File: src/wbsd_pkg.sv
// ----------------------------------------------------------------------------
// wbsd_pkg
// Types and codes shared by the parts of the WBMP stream decoder.
// ----------------------------------------------------------------------------
`default_nettype none

package wbsd_pkg;

  // Kind of a result item.
  typedef enum logic [1:0] {
    KIND_DIMS  = 2'd0,
    KIND_PIXEL = 2'd1,
    KIND_ERROR = 2'd2
  } kind_t;

  // Error codes carried by an error result.
  typedef enum logic [1:0] {
    ERR_TYPE = 2'd0,
    ERR_EXT  = 2'd1,
    ERR_MB   = 2'd2,
    ERR_DIM  = 2'd3
  } err_t;

  // Commands passed from the header parser to the pixel expander.
  typedef enum logic [1:0] {
    OP_DIMS  = 2'd0,
    OP_ERROR = 2'd1,
    OP_DATA  = 2'd2
  } cmd_op_t;

  // The argument holds the data byte, or the error code in its low bits.
  typedef struct packed {
    cmd_op_t    op;
    logic [7:0] arg;
  } cmd_t;

  // Parser phases.
  typedef enum logic [5:0] {
    PH_TYPE   = 6'b000001,
    PH_FIXED  = 6'b000010,
    PH_WIDTH  = 6'b000100,
    PH_HEIGHT = 6'b001000,
    PH_DATA   = 6'b010000,
    PH_HALT   = 6'b100000
  } phase_t;

  // One result item as it leaves the block.
  typedef struct packed {
    kind_t       kind;
    logic        pixel;
    logic [15:0] column;
    logic [15:0] row;
    logic [15:0] image_width;
    logic [15:0] image_height;
    err_t        error_code;
    logic        last_of_run;
    logic        image_done;
  } res_t;

  localparam int CMD_DEPTH = 4;
  localparam logic [6:0] LOW7_MASK = 7'h7f;

endpackage : wbsd_pkg

`default_nettype wire

File: src/wbsd_fifo.sv
// ----------------------------------------------------------------------------
// wbsd_fifo
// Small register queue between the header parser and the pixel expander.
// ----------------------------------------------------------------------------
`default_nettype none

module wbsd_fifo #(
  parameter int WIDTH = 10,
  parameter int DEPTH = 4
) (
  input  wire logic             clk,
  input  wire logic             rst,
  input  wire logic             wr_en,
  input  wire logic [WIDTH-1:0] wr_data,
  output logic                  full,
  input  wire logic             rd_en,
  output logic      [WIDTH-1:0] rd_data,
  output logic                  empty
);

  localparam int AW = (DEPTH > 1) ? $clog2(DEPTH) : 1;
  localparam int CW = $clog2(DEPTH + 1);

  logic [WIDTH-1:0] mem [DEPTH];
  logic [AW-1:0]    wr_ptr;
  logic [AW-1:0]    rd_ptr;
  logic [CW-1:0]    count;
  logic             do_wr;
  logic             do_rd;

  assign full    = (count == CW'(DEPTH));
  assign empty   = (count == '0);
  assign do_wr   = wr_en && !full;
  assign do_rd   = rd_en && !empty;
  assign rd_data = mem[rd_ptr];

  always_ff @(posedge clk) begin
    if (rst) begin
      wr_ptr <= '0;
      rd_ptr <= '0;
      count  <= '0;
    end else begin
      if (do_wr) begin
        wr_ptr <= (wr_ptr == AW'(DEPTH - 1)) ? '0 : wr_ptr + AW'(1);
      end
      if (do_rd) begin
        rd_ptr <= (rd_ptr == AW'(DEPTH - 1)) ? '0 : rd_ptr + AW'(1);
      end
      if (do_wr && !do_rd) begin
        count <= count + CW'(1);
      end else if (do_rd && !do_wr) begin
        count <= count - CW'(1);
      end
    end
  end

  always_ff @(posedge clk) begin
    if (do_wr) begin
      mem[wr_ptr] <= wr_data;
    end
  end

endmodule : wbsd_fifo

`default_nettype wire

File: src/wbsd_front.sv
// ----------------------------------------------------------------------------
// wbsd_front
// Header parser: multibyte fields, fixed header byte and dimension checks.
// ----------------------------------------------------------------------------
`default_nettype none

module wbsd_front
  import wbsd_pkg::*;
#(
  parameter int DIM_BITS     = 16,
  parameter int MAX_MB_BYTES = 6
) (
  input  wire logic                clk,
  input  wire logic                rst,
  input  wire logic                fire,
  input  wire logic [7:0]          data_byte,
  output logic                     cmd_wr,
  output cmd_t                     cmd_out,
  output logic      [DIM_BITS-1:0] dim_width,
  output logic      [DIM_BITS-1:0] dim_height
);

  localparam int ACC_W = DIM_BITS + 1;
  localparam int MB_W  = ACC_W + 7;
  localparam int CNT_W = $clog2(MAX_MB_BYTES + 1);
  localparam logic [MB_W-1:0] CAP = MB_W'(1) << DIM_BITS;

  phase_t           phase, phase_next;
  logic [ACC_W-1:0] acc, acc_next;
  logic [CNT_W-1:0] cnt, cnt_next;
  logic [ACC_W-1:0] width_reg, width_reg_next;
  logic [ACC_W-1:0] height_reg, height_reg_next;

  logic [MB_W-1:0]  mb_raw;
  logic [MB_W-1:0]  mb_sat;
  logic [ACC_W-1:0] acc_new;
  logic [CNT_W-1:0] cnt_inc;
  logic             too_long;
  logic             bad_dims;

  // Shift in seven bits and saturate at the first value that is too large.
  assign mb_raw   = {acc, data_byte[6:0]};
  assign mb_sat   = (mb_raw > CAP) ? CAP : mb_raw;
  assign acc_new  = mb_sat[ACC_W-1:0];
  assign cnt_inc  = cnt + CNT_W'(1);
  assign too_long = data_byte[7] && (cnt_inc >= CNT_W'(MAX_MB_BYTES));
  assign bad_dims = (width_reg == '0) || (acc_new == '0) ||
                    width_reg[DIM_BITS] || acc_new[DIM_BITS];

  assign dim_width  = width_reg[DIM_BITS-1:0];
  assign dim_height = height_reg[DIM_BITS-1:0];

  always_comb begin
    phase_next      = phase;
    acc_next        = acc;
    cnt_next        = cnt;
    width_reg_next  = width_reg;
    height_reg_next = height_reg;
    cmd_wr          = 1'b0;
    cmd_out.op      = OP_DATA;
    cmd_out.arg     = data_byte;
    if (fire) begin
      case (phase)
        PH_TYPE, PH_WIDTH, PH_HEIGHT: begin
          if (too_long) begin
            cmd_wr      = 1'b1;
            cmd_out.op  = OP_ERROR;
            cmd_out.arg = {6'd0, ERR_MB};
            phase_next  = PH_HALT;
          end else if (data_byte[7]) begin
            acc_next = acc_new;
            cnt_next = cnt_inc;
          end else begin
            acc_next = '0;
            cnt_next = '0;
            if (phase == PH_TYPE) begin
              if (acc_new != '0) begin
                cmd_wr      = 1'b1;
                cmd_out.op  = OP_ERROR;
                cmd_out.arg = {6'd0, ERR_TYPE};
                phase_next  = PH_HALT;
              end else begin
                phase_next = PH_FIXED;
              end
            end else if (phase == PH_WIDTH) begin
              width_reg_next = acc_new;
              phase_next     = PH_HEIGHT;
            end else begin
              height_reg_next = acc_new;
              cmd_wr          = 1'b1;
              if (bad_dims) begin
                cmd_out.op  = OP_ERROR;
                cmd_out.arg = {6'd0, ERR_DIM};
                phase_next  = PH_HALT;
              end else begin
                cmd_out.op = OP_DIMS;
                phase_next = PH_DATA;
              end
            end
          end
        end
        PH_FIXED: begin
          if ((data_byte[6:0] & LOW7_MASK) != 7'd0) begin
            cmd_wr      = 1'b1;
            cmd_out.op  = OP_ERROR;
            cmd_out.arg = {6'd0, ERR_EXT};
            phase_next  = PH_HALT;
          end else begin
            acc_next   = '0;
            cnt_next   = '0;
            phase_next = PH_WIDTH;
          end
        end
        PH_DATA: begin
          cmd_wr = 1'b1;
        end
        default: begin
        end
      endcase
    end
  end

  always_ff @(posedge clk) begin
    if (rst) begin
      phase      <= PH_TYPE;
      acc        <= '0;
      cnt        <= '0;
      width_reg  <= '0;
      height_reg <= '0;
    end else begin
      phase      <= phase_next;
      acc        <= acc_next;
      cnt        <= cnt_next;
      width_reg  <= width_reg_next;
      height_reg <= height_reg_next;
    end
  end

endmodule : wbsd_front

`default_nettype wire

File: src/wbsd_back.sv
// ----------------------------------------------------------------------------
// wbsd_back
// Pixel expander: turns queued commands into results, one a cycle if popped.
// ----------------------------------------------------------------------------
`default_nettype none

module wbsd_back
  import wbsd_pkg::*;
#(
  parameter int DIM_BITS = 16
) (
  input  wire logic                clk,
  input  wire logic                rst,
  input  wire logic                cmd_empty,
  input  cmd_t                     cmd_in,
  output logic                     cmd_pop,
  input  wire logic [DIM_BITS-1:0] dim_width,
  input  wire logic [DIM_BITS-1:0] dim_height,
  output logic                     res_valid,
  output res_t                     res,
  input  wire logic                res_pop
);

  logic                busy, busy_next;
  logic                fin, fin_next;
  logic [2:0]          idx, idx_next;
  logic [7:0]          byte_reg, byte_reg_next;
  logic [DIM_BITS-1:0] col, col_next;
  logic [DIM_BITS-1:0] row, row_next;
  logic [DIM_BITS-1:0] wlast, wlast_next;
  logic [DIM_BITS-1:0] hlast, hlast_next;
  logic                res_valid_next;
  res_t                res_next;

  logic                  adv;
  logic                  emit;
  logic                  do_pix;
  logic [7:0]            cur_byte;
  logic [2:0]            cur_idx;
  logic                  at_wend;
  logic                  done;
  logic                  last;
  logic [DIM_BITS+15:0]  col_ext;
  logic [DIM_BITS+15:0]  row_ext;
  logic [DIM_BITS+15:0]  w_ext;
  logic [DIM_BITS+15:0]  h_ext;

  assign adv      = !res_valid || res_pop;
  assign cur_byte = busy ? byte_reg : cmd_in.arg;
  assign cur_idx  = busy ? idx : 3'd7;
  assign at_wend  = (col == wlast);
  assign done     = at_wend && (row == hlast);
  assign last     = done || (cur_idx == 3'd0);
  assign col_ext  = {16'd0, col};
  assign row_ext  = {16'd0, row};
  assign w_ext    = {16'd0, dim_width};
  assign h_ext    = {16'd0, dim_height};

  always_comb begin
    busy_next      = busy;
    fin_next       = fin;
    idx_next       = idx;
    byte_reg_next  = byte_reg;
    col_next       = col;
    row_next       = row;
    wlast_next     = wlast;
    hlast_next     = hlast;
    res_valid_next = res_valid;
    res_next       = res;
    cmd_pop        = 1'b0;
    emit           = 1'b0;
    do_pix         = 1'b0;
    if (adv) begin
      res_next = '0;
      if (busy) begin
        do_pix = 1'b1;
      end else if (!cmd_empty) begin
        cmd_pop = 1'b1;
        case (cmd_in.op)
          OP_DIMS: begin
            emit                  = 1'b1;
            res_next.kind         = KIND_DIMS;
            res_next.image_width  = w_ext[15:0];
            res_next.image_height = h_ext[15:0];
            res_next.last_of_run  = 1'b1;
            wlast_next            = dim_width - DIM_BITS'(1);
            hlast_next            = dim_height - DIM_BITS'(1);
            col_next              = '0;
            row_next              = '0;
          end
          OP_ERROR: begin
            emit                 = 1'b1;
            res_next.kind        = KIND_ERROR;
            res_next.error_code  = err_t'(cmd_in.arg[1:0]);
            res_next.last_of_run = 1'b1;
          end
          OP_DATA: begin
            do_pix = !fin;
          end
          default: begin
          end
        endcase
      end
      if (do_pix) begin
        emit                 = 1'b1;
        res_next.kind        = KIND_PIXEL;
        res_next.pixel       = cur_byte[cur_idx];
        res_next.column      = col_ext[15:0];
        res_next.row         = row_ext[15:0];
        res_next.last_of_run = last;
        res_next.image_done  = done;
        byte_reg_next        = cur_byte;
        idx_next             = cur_idx - 3'd1;
        busy_next            = !last;
        if (done) begin
          fin_next = 1'b1;
        end else if (at_wend) begin
          col_next = '0;
          row_next = row + DIM_BITS'(1);
        end else begin
          col_next = col + DIM_BITS'(1);
        end
      end
      res_valid_next = emit;
    end
  end

  always_ff @(posedge clk) begin
    if (rst) begin
      busy      <= 1'b0;
      fin       <= 1'b0;
      res_valid <= 1'b0;
    end else begin
      busy      <= busy_next;
      fin       <= fin_next;
      res_valid <= res_valid_next;
    end
  end

  always_ff @(posedge clk) begin
    idx      <= idx_next;
    byte_reg <= byte_reg_next;
    col      <= col_next;
    row      <= row_next;
    wlast    <= wlast_next;
    hlast    <= hlast_next;
    res      <= res_next;
  end

endmodule : wbsd_back

`default_nettype wire

File: src/wbmp_stream_decoder.sv
// ----------------------------------------------------------------------------
// wbmp_stream_decoder
// Decoder for type 0 WBMP files, taken one byte per transfer.
// ----------------------------------------------------------------------------
//
//   Channel  | Handshake          | Payload
//   ---------+--------------------+-----------------------------------------
//   input    | push / full        | data_byte
//   result   | empty / pop        | kind, pixel, column, row, image_width,
//            |                    | image_height, error_code, last_of_run,
//            |                    | image_done
//
// Header bytes are taken at one per cycle while the command queue has room.
// A data byte yields up to eight pixel results, issued one per cycle while
// results are popped; the pixel expander paces a stream of data bytes,
// shifting out one bit of its held byte for each result.
// Reset is synchronous and returns the parser to the type field; no result
// is pending after it.
// A four-entry command queue separates the parser from the expander, so
// input transfers continue while results stall, until the queue fills.
// The result register is refilled in the same cycle that it is popped.
//
// ----------------------------------------------------------------------------
`default_nettype none

module wbmp_stream_decoder
  import wbsd_pkg::*;
#(
  parameter int DIM_BITS     = 16,
  parameter int MAX_MB_BYTES = 6
) (
  input  wire logic        clk,
  input  wire logic        rst,
  input  wire logic        push,
  output logic             full,
  input  wire logic [7:0]  data_byte,
  output logic             empty,
  input  wire logic        pop,
  output logic      [1:0]  kind,
  output logic             pixel,
  output logic      [15:0] column,
  output logic      [15:0] row,
  output logic      [15:0] image_width,
  output logic      [15:0] image_height,
  output logic      [1:0]  error_code,
  output logic             last_of_run,
  output logic             image_done
);

  localparam int CMD_W = $bits(cmd_t);

  logic                fire;
  logic                cmd_wr;
  cmd_t                cmd_wdata;
  logic [CMD_W-1:0]    cmd_rdata;
  logic                cmd_empty;
  logic                cmd_pop;
  logic [DIM_BITS-1:0] dim_width;
  logic [DIM_BITS-1:0] dim_height;
  logic                res_valid;
  res_t                res;

  // A byte is taken whenever the queue has room; the parser writes at most
  // one command per byte, so that room is always enough.
  assign fire = push && !full;

  wbsd_front #(
    .DIM_BITS     (DIM_BITS),
    .MAX_MB_BYTES (MAX_MB_BYTES)
  ) u_front (
    .clk        (clk),
    .rst        (rst),
    .fire       (fire),
    .data_byte  (data_byte),
    .cmd_wr     (cmd_wr),
    .cmd_out    (cmd_wdata),
    .dim_width  (dim_width),
    .dim_height (dim_height)
  );

  wbsd_fifo #(
    .WIDTH (CMD_W),
    .DEPTH (CMD_DEPTH)
  ) u_queue (
    .clk     (clk),
    .rst     (rst),
    .wr_en   (cmd_wr),
    .wr_data (cmd_wdata),
    .full    (full),
    .rd_en   (cmd_pop),
    .rd_data (cmd_rdata),
    .empty   (cmd_empty)
  );

  // The dimensions are read straight from the parser: they are settled by
  // the time the dimensions command is queued and do not change afterwards.
  wbsd_back #(
    .DIM_BITS (DIM_BITS)
  ) u_back (
    .clk        (clk),
    .rst        (rst),
    .cmd_empty  (cmd_empty),
    .cmd_in     (cmd_t'(cmd_rdata)),
    .cmd_pop    (cmd_pop),
    .dim_width  (dim_width),
    .dim_height (dim_height),
    .res_valid  (res_valid),
    .res        (res),
    .res_pop    (pop)
  );

  assign empty        = !res_valid;
  assign kind         = res.kind;
  assign pixel        = res.pixel;
  assign column       = res.column;
  assign row          = res.row;
  assign image_width  = res.image_width;
  assign image_height = res.image_height;
  assign error_code   = res.error_code;
  assign last_of_run  = res.last_of_run;
  assign image_done   = res.image_done;

endmodule : wbmp_stream_decoder

`default_nettype wire

File: config.mk
export PLATFORM = sky130hd
export DESIGN_NAME = wbmp_stream_decoder
export DESIGN_NICKNAME = d
export VERILOG_FILES = /design/src/wbsd_pkg.sv /design/src/wbsd_fifo.sv /design/src/wbsd_front.sv /design/src/wbsd_back.sv /design/src/wbmp_stream_decoder.sv
export SDC_FILE = /design/constraint.sdc
export NUM_CORES = 1
export LEC_CHECK = 0
export ABC_AREA = 1
export BUFFER_PORTS_ARGS = -buffer_cell sky130_fd_sc_hd__buf_2
export CORE_ASPECT_RATIO = 1.5
export CORE_MARGIN = 3
export CORE_UTILIZATION = 38
export DETAILED_ROUTE_END_ITERATION = 16
export GPL_TIMING_DRIVEN = 0
export SKIP_LAST_GASP = 1
export SLEW_MARGIN = 30
export SYNTH_ARGS = -nofsm -noshare
export SYNTH_HDL_FRONTEND = slang
export SYNTH_SLANG_ARGS = --single-unit
File: constraint.sdc
create_clock -name clk -period 5.6 [get_ports clk]
set_input_delay 1.12 -clock clk [delete_from_list [all_inputs] [get_ports clk]]
set_output_delay 1.12 -clock clk [all_outputs]
set_load 0.01 [all_outputs]
==> qor.txt <==
Largest net degree at the start of global routing - 68
Post-synth EDFFs - 186
Rel. slew slack - 36.32%
ANT nets after route - 0
Clock transition at path regs - 0.06 ns
Top achievable clock speed - 346.6 MHz
Max_cap viols - 0
CTS resizes - 0
Most frequent cells in the layout - nand2_1, nor2_1, edfxtp_1
Routed WL - 27.82 mm
Kind of cell adding the most delay to the critical path - simple AND/OR/NAND/NOR gates
Fraction of registers with async set or reset after synthesis - 0%
Top reg by flops - u_back.res
Layout cell share with drive strength beyond 1 - 14.10%
Power per cell area - 596.1 nW/um2
GPL Wtd Cong - 0.8833
Final Cycle Share - 51.52%
Input/output buffers - 84
Multi-input gate area - 4335 um2
# hold bufs at CTS - 0
Yosys warns - 0
CP Capture Type - register
Synth area leader - edfxtp_1
Levels on crit path - 12
Crit-path max cell delay - 0.52 ns
Largest family of logic cells by synthesized area - simple AND/OR/NAND/NOR gates
Seq. cell area - 7007 um2
CP cell instances - buf_2 -> nor2_1 -> inv_6 -> nand2_1 -> ha_1 -> inv_1 -> fa_1 -> nor2_1 -> nor2_1 -> nand2_1 -> o21ai_0 -> a21oi_1
Req. time, crit path - 6.06 ns
Die Wd - 152.2 um
TritonCTS buffer count - 25
Hold WS - 0.4591 ns
Setup violations, final - 0
Commonest non-fill, non-tap cell in the layout - nand2_1
Boundary Pins - 85
Clock sink count - 257
Crit-path slowest cell - nor2_1
Synth Area in Compound Gates - 7.060%
Path depth of the worst reg2reg path - 13
Max FFs per register - 71
Initial antenna violation count - 0
CTS tree - yes
Cells after Synth - 1330
Setup WS pre-CTS - 2.117 ns
Crit path buf inv count - 3
Seq/Total Area, Yosys - 57.55%
Final Hold Vio Count - 0
Post-Synth XOR/XNOR Area - 4.604%
Starting Density - 38.86%
Mapped Area - 12180 um2
CP Capture Point - u_queue.count[2]
RR Startpoint - u_front.cnt[0]
Most frequent CP cell - nor2_1
Iteration count of the initial detailed-routing pass - 4
DRC - 0
Max H-tree Level - 1
Setup repair after global routing missed its margin - false
Min-Delay Path Class - register to register
CTS Root Cell - clkbuf_16
Die height - 225.2 um
Top Registers - u_back.res x71, u_queue.mem x40
Setup Skew - 0.01085 ns
Vias/cell - 4.802
Seq cells post-synth - 257
Crit path max fanout - 41
Final worst slack - 2.715 ns
Via count - 8960
DRT iter0 DRCs - 509
Outcome - completed
Reg2reg end - u_queue.mem[0][9]
Leak - 0.005821 uW
Synth cell types - 46
Tot GR Track Use - 15.95%
Least-Margin Pin Slew - 0.9517 ns
Top FF cell, synth - edfxtp_1
Wire length per cell - 14.91 um
Post-synthesis mux area share - 0%
Simple-Gate Fraction of Synth Area - 22.26%
Area of the die - 34270 um2
Adder-cell share of the synthesized area - 1.603%
Critical path startpoint category - primary input
Filler cell count - 3031
GR Overflow Total - 0
Global-route wire length before repair - 44.59 mm
Critical path class - primary input to register
Crit path time final - 2.885 ns
Top cells by area, synth - edfxtp_1, dfxtp_1, nand2_1, nor2_1, inv_1
N_diodes - 0
Worst setup path startpoint - pop
R2R Setup Slk - 2.86 ns
Clock tree buffer depth - 3
Area grow syn2layout - 15.27%
Worst skew pair latency - 0.53 ns
Worst ir drop on vdd - 0.2492 mV
Fin. max-slew vios - 0
Synth Net Count - 1357
Vias in the first global route - 8691
Placeable Area - 31330 um2
DPL Wire Length - 20.85 mm
Yosys top cell area share - 45.87%
Fin nets - 1470
Post-CTS Setup Inserts - 0
Core Util, Final - 44.79%
Syn Area/Cell - 9.154 um2
Row count - 79
CP Data Arrival Time - 3.35 ns
-- where the power goes --
group          internal, uW  leakage, uW  switching [uW]  total, uW
sequential             2910      0.00247             328       3240
clock                  1050     0.000421             726       1780
combinational          1110      0.00293            2230       3350
-- cells by family after synthesis --
logic type	after synthesis
simple gates	637
xor+xnor	64
compound gates	161
flops	257
fa+ha+maj	15
buf+inv	196
-- cells in the mapped netlist (2+ instances only) --
cell type  number
inv_1         135
buf_4           8
nand3_1        95
nand2_4         2
dfxtp_1        71
buf_6           7
buf_2          16
nor3_1         18
a31oi_1         4
or2_2           3
nor2_2          9
nor2_1        229
ha_1           14
nand2_2         6
o22ai_1         4
xnor2_1        13
edfxtp_1      186
o21ai_1        12
nand3_4         2
o211ai_1        2
inv_2          13
xor2_1         51
nand2_1       249
o21ai_0        74
clkbuf_1       13
nand4_1        10
a211oi_1        2
nand3_2         3
nor4_1          5
a21oi_1        54
nand3b_1        2
a21boi_0        4
-- per-layer routing --
| layer | GRT usage [%] | share of wire [%] | vias up |
|---|---|---|---|
| met1 | 19.28 | 41 | 4106 |
| li1 | - | - | 4611 |
| met5 | 0 | 0 | - |
| met4 | 7.429 | 4.1 | 0 |
| met2 | 28.33 | 51 | 184 |
| met3 | 2.056 | 3.9 | 59 |
-- worst register-to-register path: cells and delay by family, from the launching register on --
family	cells	cell delay (ns)
buffers and inverters	3	0.16
AO/OA/AOI/OAI	1	0.19
flip-flops	1	0.38
AND/OR/NAND/NOR	8	1.43
adder cells (fa/ha/maj)	1	0.19
-- per-stage QoR --
| stage | power (uW) | area, um2 | cells | TNS [ns] |
|---|---|---|---|---|
| after floorplan | 5637 | 12180 | 1330 | 0 |
| after CTS | 8457 | 14030 | 1866 | 0 |
| after detailed placement | 6659 | 13170 | 1821 | 0 |
| after global placement | 6575 | 13100 | 1819 | -0.7280 |
| final | 8366 | 14030 | 1866 | 0 |
| after global routing | 9014 | 14030 | 1866 | 0 |
-- layout make-up --
class	instances	share of cell area, %
plain buffers	46	1.970
flip-flops and latches	257	49.92
inverters	150	4.074
well taps	405	3.611
clock buffers	27	4.511
multi-input cells	877	30.89
repair buffers	86	3.388
clock inverters	18	1.631
-- how the worst min path moves through the flow --
| stage | from | end | depth (start not counted) |
|---|---|---|---|
| global placement | u_back.fin | u_back.fin | 2 |
| floorplan | u_back.fin | u_back.fin | 2 |
| finish | u_back.fin | u_back.fin | 2 |
| global route | u_back.fin | u_back.fin | 2 |
| CTS | u_back.fin | u_back.fin | 2 |
| detailed placement | u_back.fin | u_back.fin | 2 |
No activity file was read; power rests on OpenSTA's default activity.
